$ cat config.mk
export PLATFORM = sky130hd
export DESIGN_NAME = dke_ctrl
export DESIGN_NICKNAME = d
export VERILOG_FILES = /design/src/hw/rtl/dke_pkg.sv /design/src/hw/rtl/dke_ctrl.sv
export SDC_FILE = /design/constraint.sdc
export NUM_CORES = 1
export LEC_CHECK = 0
export BUFFER_PORTS_ARGS = -buffer_cell sky130_fd_sc_hd__buf_2
export CORE_AREA = 3 3 40 42
export CTS_BUF_LIST = sky130_fd_sc_hd__clkbuf_8
export DETAILED_ROUTE_END_ITERATION = 8
export DIE_AREA = 0 0 43 45
export PLACE_DENSITY_LB_ADDON = 0.2
export SLEW_MARGIN = 20
export SYNTH_ARGS = -nofsm -noshare
export SYNTH_HDL_FRONTEND = slang
export SYNTH_SLANG_ARGS = --single-unit
$ cat constraint.sdc
create_clock -name clock -period 3.63 [get_ports clock]
set_clock_uncertainty 0.05 [all_clocks]
set_input_delay 0.363 -clock clock [delete_from_list [all_inputs] [get_ports clock]]
set_output_delay 0.363 -clock clock [all_outputs]
set_load 0.005 [all_outputs]
$ cat src/hw/rtl/dke_pkg.sv
package dke_pkg;

   // number format
   localparam int FRAC_BITS = 16;
   localparam int DATA_W    = 32;
   localparam int VAR_W     = DATA_W - 1;
   localparam int NUM_COMP  = 4;
   localparam int COMP_W    = $clog2(NUM_COMP);

   // gain and divider sizes
   localparam int Q_W     = FRAC_BITS + 1;
   localparam int CNT_W   = $clog2(Q_W + 1);
   localparam int DEN_W   = VAR_W + 1;
   localparam int NUM_W   = VAR_W + FRAC_BITS + 1;

   // datapath sizes
   localparam int DIFF_W  = DATA_W + 1;
   localparam int PRODC_W = Q_W + 1 + DIFF_W;
   localparam int PRODV_W = Q_W + VAR_W;
   localparam int SAT_W   = DIFF_W + 4;

   // constants
   localparam logic [VAR_W-1:0] ONE_Q = VAR_W'(1) << FRAC_BITS;
   localparam logic [Q_W-1:0]   ONE_K = Q_W'(1) << FRAC_BITS;
   localparam logic [VAR_W-1:0] EPS_Q = VAR_W'(((1 << FRAC_BITS) + 5) / 10);

   // register map
   localparam int CSR_IDX_W = 4;
   localparam logic [CSR_IDX_W-1:0] CSR_INIT_EST_BASE = CSR_IDX_W'(0);
   localparam logic [CSR_IDX_W-1:0] CSR_INIT_VAR_BASE = CSR_IDX_W'(NUM_COMP);
   localparam logic [CSR_IDX_W-1:0] CSR_COUNT         = CSR_IDX_W'(2 * NUM_COMP);

   typedef enum logic [2:0] {
      ST_IDLE,
      ST_PRED,
      ST_DLOAD,
      ST_DIV,
      ST_MUL,
      ST_UPD,
      ST_OUT
   } state_type;

   typedef struct packed {
      logic              load;
      logic              predict;
      logic              div_start;
      logic              div_step;
      logic              mul;
      logic              update;
      logic              out_load;
      logic [COMP_W-1:0] comp;
   } cmd_type;

   typedef struct packed {
      logic div_last;
   } stat_type;

   // clamp a wide signed value to the 32-bit signed range
   function automatic logic signed [DATA_W-1:0] sat_s32(input logic signed [SAT_W-1:0] v);
      logic all_same;
      logic signed [DATA_W-1:0] r;
      all_same = (v[SAT_W-1:DATA_W-1] == {(SAT_W-DATA_W+1){v[SAT_W-1]}});
      if (all_same) begin
         r = v[DATA_W-1:0];
      end else if (v[SAT_W-1]) begin
         r = {1'b1, {(DATA_W-1){1'b0}}};
      end else begin
         r = {1'b0, {(DATA_W-1){1'b1}}};
      end
      return r;
   endfunction

   // clamp a nonnegative value to the variance range
   function automatic logic [VAR_W-1:0] sat_var(input logic [VAR_W+1:0] v);
      logic [VAR_W-1:0] r;
      if (|v[VAR_W+1:VAR_W]) begin
         r = {VAR_W{1'b1}};
      end else begin
         r = v[VAR_W-1:0];
      end
      return r;
   endfunction

endpackage

$ cat src/hw/rtl/dke_ctrl.sv
module dke_ctrl (
   input  logic              clock,
   input  logic              reset,
   input  logic              req_valid,
   output logic              req_ready,
   output logic              rsp_valid,
   input  logic              rsp_ready,
   input  dke_pkg::stat_type stat,
   output dke_pkg::cmd_type  cmd
);
   import dke_pkg::*;

   state_type          state_ff, state_in;
   logic [COMP_W-1:0]  comp_ff, comp_in;
   logic               rsp_valid_ff, rsp_valid_in;
   logic               comp_last;
   logic               out_free;

   assign comp_last = (comp_ff == COMP_W'(NUM_COMP - 1));
   assign out_free  = !rsp_valid_ff || rsp_ready;

   // next state
   always_comb begin
      state_in = state_ff;
      case (state_ff)
         ST_IDLE:  if (req_valid) state_in = ST_PRED;
         ST_PRED:  state_in = ST_DLOAD;
         ST_DLOAD: state_in = ST_DIV;
         ST_DIV:   if (stat.div_last) state_in = ST_MUL;
         ST_MUL:   state_in = ST_UPD;
         ST_UPD:   state_in = comp_last ? ST_OUT : ST_DLOAD;
         ST_OUT:   if (out_free) state_in = ST_IDLE;
         default:  state_in = ST_IDLE;
      endcase
   end

   // outputs
   always_comb begin
      req_ready     = 1'b0;
      cmd           = '0;
      cmd.comp      = comp_ff;
      comp_in       = comp_ff;
      case (state_ff)
         ST_IDLE: begin
            req_ready = 1'b1;
            cmd.load  = req_valid;
         end
         ST_PRED: begin
            cmd.predict = 1'b1;
            comp_in     = '0;
         end
         ST_DLOAD: cmd.div_start = 1'b1;
         ST_DIV:   cmd.div_step  = 1'b1;
         ST_MUL:   cmd.mul       = 1'b1;
         ST_UPD: begin
            cmd.update = 1'b1;
            if (!comp_last) comp_in = comp_ff + COMP_W'(1);
         end
         ST_OUT:  cmd.out_load = out_free;
         default: req_ready = 1'b0;
      endcase
   end

   always_comb begin
      rsp_valid_in = rsp_valid_ff;
      if (cmd.out_load) begin
         rsp_valid_in = 1'b1;
      end else if (rsp_ready) begin
         rsp_valid_in = 1'b0;
      end
   end

   assign rsp_valid = rsp_valid_ff;

   always_ff @(posedge clock) begin
      if (reset) begin
         state_ff     <= ST_IDLE;
         comp_ff      <= '0;
         rsp_valid_ff <= 1'b0;
      end else begin
         state_ff     <= state_in;
         comp_ff      <= comp_in;
         rsp_valid_ff <= rsp_valid_in;
      end
   end

endmodule

==> flow_metrics.py <==
metrics = {
    "detailed_routing": {
        "viasPerCell": 4.885,
        "initialDrtViolationCount": 4,
        "drt-pass1-iter-count": 4,
        "routed_wl_um": 917,
        "drc": 0,
        "routedWlPerCell_um": 11.76,
        "dr_total_vias": 381,
        "ant_nets": 0,
    },
    "final_layout": {
        "design.final.nets": 71,
        "synthToLayoutAreaGrowth_pct": 31.44,
        "number_of_diodes": 0,
        "design_area_um2": 491.7,
        "layout-drive-gt1-share": 0.3016,
    },
    "global_route": {
        "antenna_found_initial": 0,
        "grt_start_max_net_pins": 16,
        "globalRouteOverflowTotal": 0,
        "gr-usage-all-layers": 0.1157,
        "wire_length_of_the_first_global_routing_pass_um": 1524,
        "first_global_vias": 332,
    },
    "worst_setup_path": {
        "worst-endpoint-arrival_ns": 1.22,
        "start_kind": "flip-flop",
        "reg2reg_depth": 3,
        "endpoint_kind": "output port",
        "reg_to_reg_setup_timing_slack_ns": 2.19,
        "critPathRequiredTime_ns": 3.22,
        "worstSetupPathType": "reg2out",
        "worst-path-max-fanout": 15,
    },
    "yosys": {
        "async_reset_ff_frac": 0,
        "netlist_instances": 48,
        "synthFlopType": "sky130_fd_sc_hd__dfxtp_1",
        "synthesis.yosys.warnings": 0,
        "ys_types": 24,
        "synthDominantAreaCellType": "sky130_fd_sc_hd__dfxtp_1",
        "syn-num-nets": 54,
        "synthDominantCellAreaShare": 0.3211,
        "post_synth_edffs": 0,
        "avg_cell_area_syn_um2": 7.794,
        "synth.yosys.seq_area_share": 0.3211,
        "cells_taking_the_most_area_after_synthesis": "sky130_fd_sc_hd__dfxtp_1 (32%), sky130_fd_sc_hd__a21oi_1 (6.7%), sky130_fd_sc_hd__and2_1 (6.7%)",
        "cell_area_after_technology_mapping_um2": 374.1,
        "synthMostInstantiatedCell": "sky130_fd_sc_hd__dfxtp_1",
        "synth_top_cells_by_count": "sky130_fd_sc_hd__dfxtp_1 (6), sky130_fd_sc_hd__a21oi_1 (5), sky130_fd_sc_hd__and2_1 (4), sky130_fd_sc_hd__nor2_1 (4)",
        "yosys_register_bits": 6,
    },
    "sta": {
        "fin_worst_hold_slack_ns": 0.3244,
        "grt_setup_unrepaired": "false",
        "timing.final.setup_violations": 0,
        "final.setup.tns_ns": 0,
        "layout_worst_path_cycle_share": 0.4507,
        "least_margin_pin_slew_ns": 0.4636,
        "timing.max_slew.rel_slack": 0.6905,
        "slew_viol_final": 0,
        "layout_min_cycle_time_ns": 1.636,
        "hold_violations": 0,
        "max_freq_ghz": 0.6113,
    },
    "placement": {
        "postPlaceCellArea_um2": 450.4,
        "gp_congestion": 0.7576,
        "port_buffers": 15,
        "detailedPlacementHpwl_um": 665.6,
    },
    "floorplan": {
        "die_h_um": 45,
        "floorplan.core_area_um2": 1285,
        "die_area_um2": 1935,
        "initial_utilization": 0.2911,
        "rows": 13,
        "io_pins": 16,
        "floorplan.die.width_um": 43,
    },
    "cts": {
        "cts_resized": 0,
        "clock_tree_from_tritoncts": "yes",
        "htreeDepth": 1,
        "holdBufCountCts": 0,
        "insertion_delay_ns": 0.22,
        "cts.root.buffer_cell": "sky130_fd_sc_hd__clkbuf_8",
        "cts_num_sinks": 6,
        "ctsLongestPathBuffers": 2,
        "cts_buffers": 3,
        "post-cts-setup-buffers": 0,
        "clkSlewWorstSetupHoldPaths_ns": 0.04,
    },
    "pwr": {
        "power.total_mw": 0.2254,
        "vdd_ir_drop_max_mv": 0.2083,
        "total_leakage_power_nw": 0.2377,
        "powerDensity_nw_per_um2": 458.4,
    },
    "outcome": {
        "outcome": "finished clean",
    },
    "job": {
        "cap_viol_max_count": 0,
    },
    "hold_path": {
        "min-delay-path-class": "in2reg",
        "number_of_cells_on_the_worst_hold_path": 2,
    },
}
==> final timing paths <==
| kind | startpoint | endpoint |
|---|---|---|
| setup reg to reg | state_ff[2] | state_ff[1] |
| hold reg to reg | comp_ff[1] | comp_ff[1] |
| hold / removal | reset | comp_ff[1] |
| setup / recovery | state_ff[2] | cmd[8] |
==> per-stage QoR <==
| step | instances | worst slack (ns) | utilization |
|---|---|---|---|
| after floorplan | 48 | 2.356 | - |
| after CTS | 78 | 1.998 | 0.3827 |
| after detailed placement | 75 | 2.222 | 0.3505 |
| after global placement | 75 | 2.202 | 0.3505 |
| after global routing | 78 | 1.900 | 0.3827 |
| final | 78 | 1.994 | 0.3827 |
==> registers in the layout, indices dropped and copies added (netlist names) <==
| register | cells |
|---|---|
| comp_ff | 2 |
| rsp_valid | 1 |
| state_ff | 3 |
==> layer usage <==
layer  share of wire  up-vias  track usage  wire, um
li1                -      201            -         -
met1            0.51      164       0.1446       464
met2            0.38       11       0.1347       350
met3           0.074        5      0.06375        68
met4           0.037        0       0.1084        34
met5               0        -            0         0
==> where the power goes <==
part           switching [mW]  internal, mW  leakage [nW]  total, mW
clock                  0.0298        0.0713        0.0216      0.101
sequential             0.0101        0.0707        0.0489     0.0807
combinational          0.0216        0.0219         0.167     0.0435
==> logic make-up (layout without fill, tap and decap cells) <==
group                    after synthesis  count (layout)  share of synthesized area
AND/OR/NAND/NOR                       22              22                     0.3545
AO/OA/AOI/OAI                         13              13                     0.2141
flip-flops                             6               6                     0.3211
buffers and inverters                  6              21                    0.07693
adder cells (fa/ha/maj)                1               1                    0.03344
==> cells in the final DEF, fill, tap and decap left out <==
cell type	n
sky130_fd_sc_hd__buf_2	15
sky130_fd_sc_hd__dfxtp_1	6
sky130_fd_sc_hd__a21oi_1	5
sky130_fd_sc_hd__nor2_1	4
sky130_fd_sc_hd__and2_1	4
sky130_fd_sc_hd__inv_1	3
sky130_fd_sc_hd__nand2b_1	3
sky130_fd_sc_hd__clkbuf_8	3
sky130_fd_sc_hd__nor2b_1	2
sky130_fd_sc_hd__and3_1	2
sky130_fd_sc_hd__nand2_1	2
sky130_fd_sc_hd__o21ai_0	2
sky130_fd_sc_hd__nand3_1	1
sky130_fd_sc_hd__nor3_2	1
sky130_fd_sc_hd__and3b_1	1
sky130_fd_sc_hd__nor4b_1	1
sky130_fd_sc_hd__o21ai_1	1
sky130_fd_sc_hd__o211ai_1	1
sky130_fd_sc_hd__a31oi_1	1
sky130_fd_sc_hd__a32o_1	1
sky130_fd_sc_hd__a211oi_1	1
sky130_fd_sc_hd__nand4b_1	1
sky130_fd_sc_hd__o31a_1	1
sky130_fd_sc_hd__ha_1	1
==> area by class of cell <==
class / count / area [um2]
clock buffer: 3 / 41.29
fill: 147 / 793.3
inverter: 3 / 11.26
multi-input combinational: 36 / 225.2
sequential: 6 / 120.1
tap: 15 / 18.77
timing repair buffer: 15 / 75.07
==> critical path, stage by stage, from the launching register on <==
cell and delay [ns]:
sky130_fd_sc_hd__dfxtp_1 0.60, sky130_fd_sc_hd__nor3_2 0.11, sky130_fd_sc_hd__and2_1 0.17, sky130_fd_sc_hd__buf_2 0.12
Note: power is estimated with default switching activity, not from simulation.
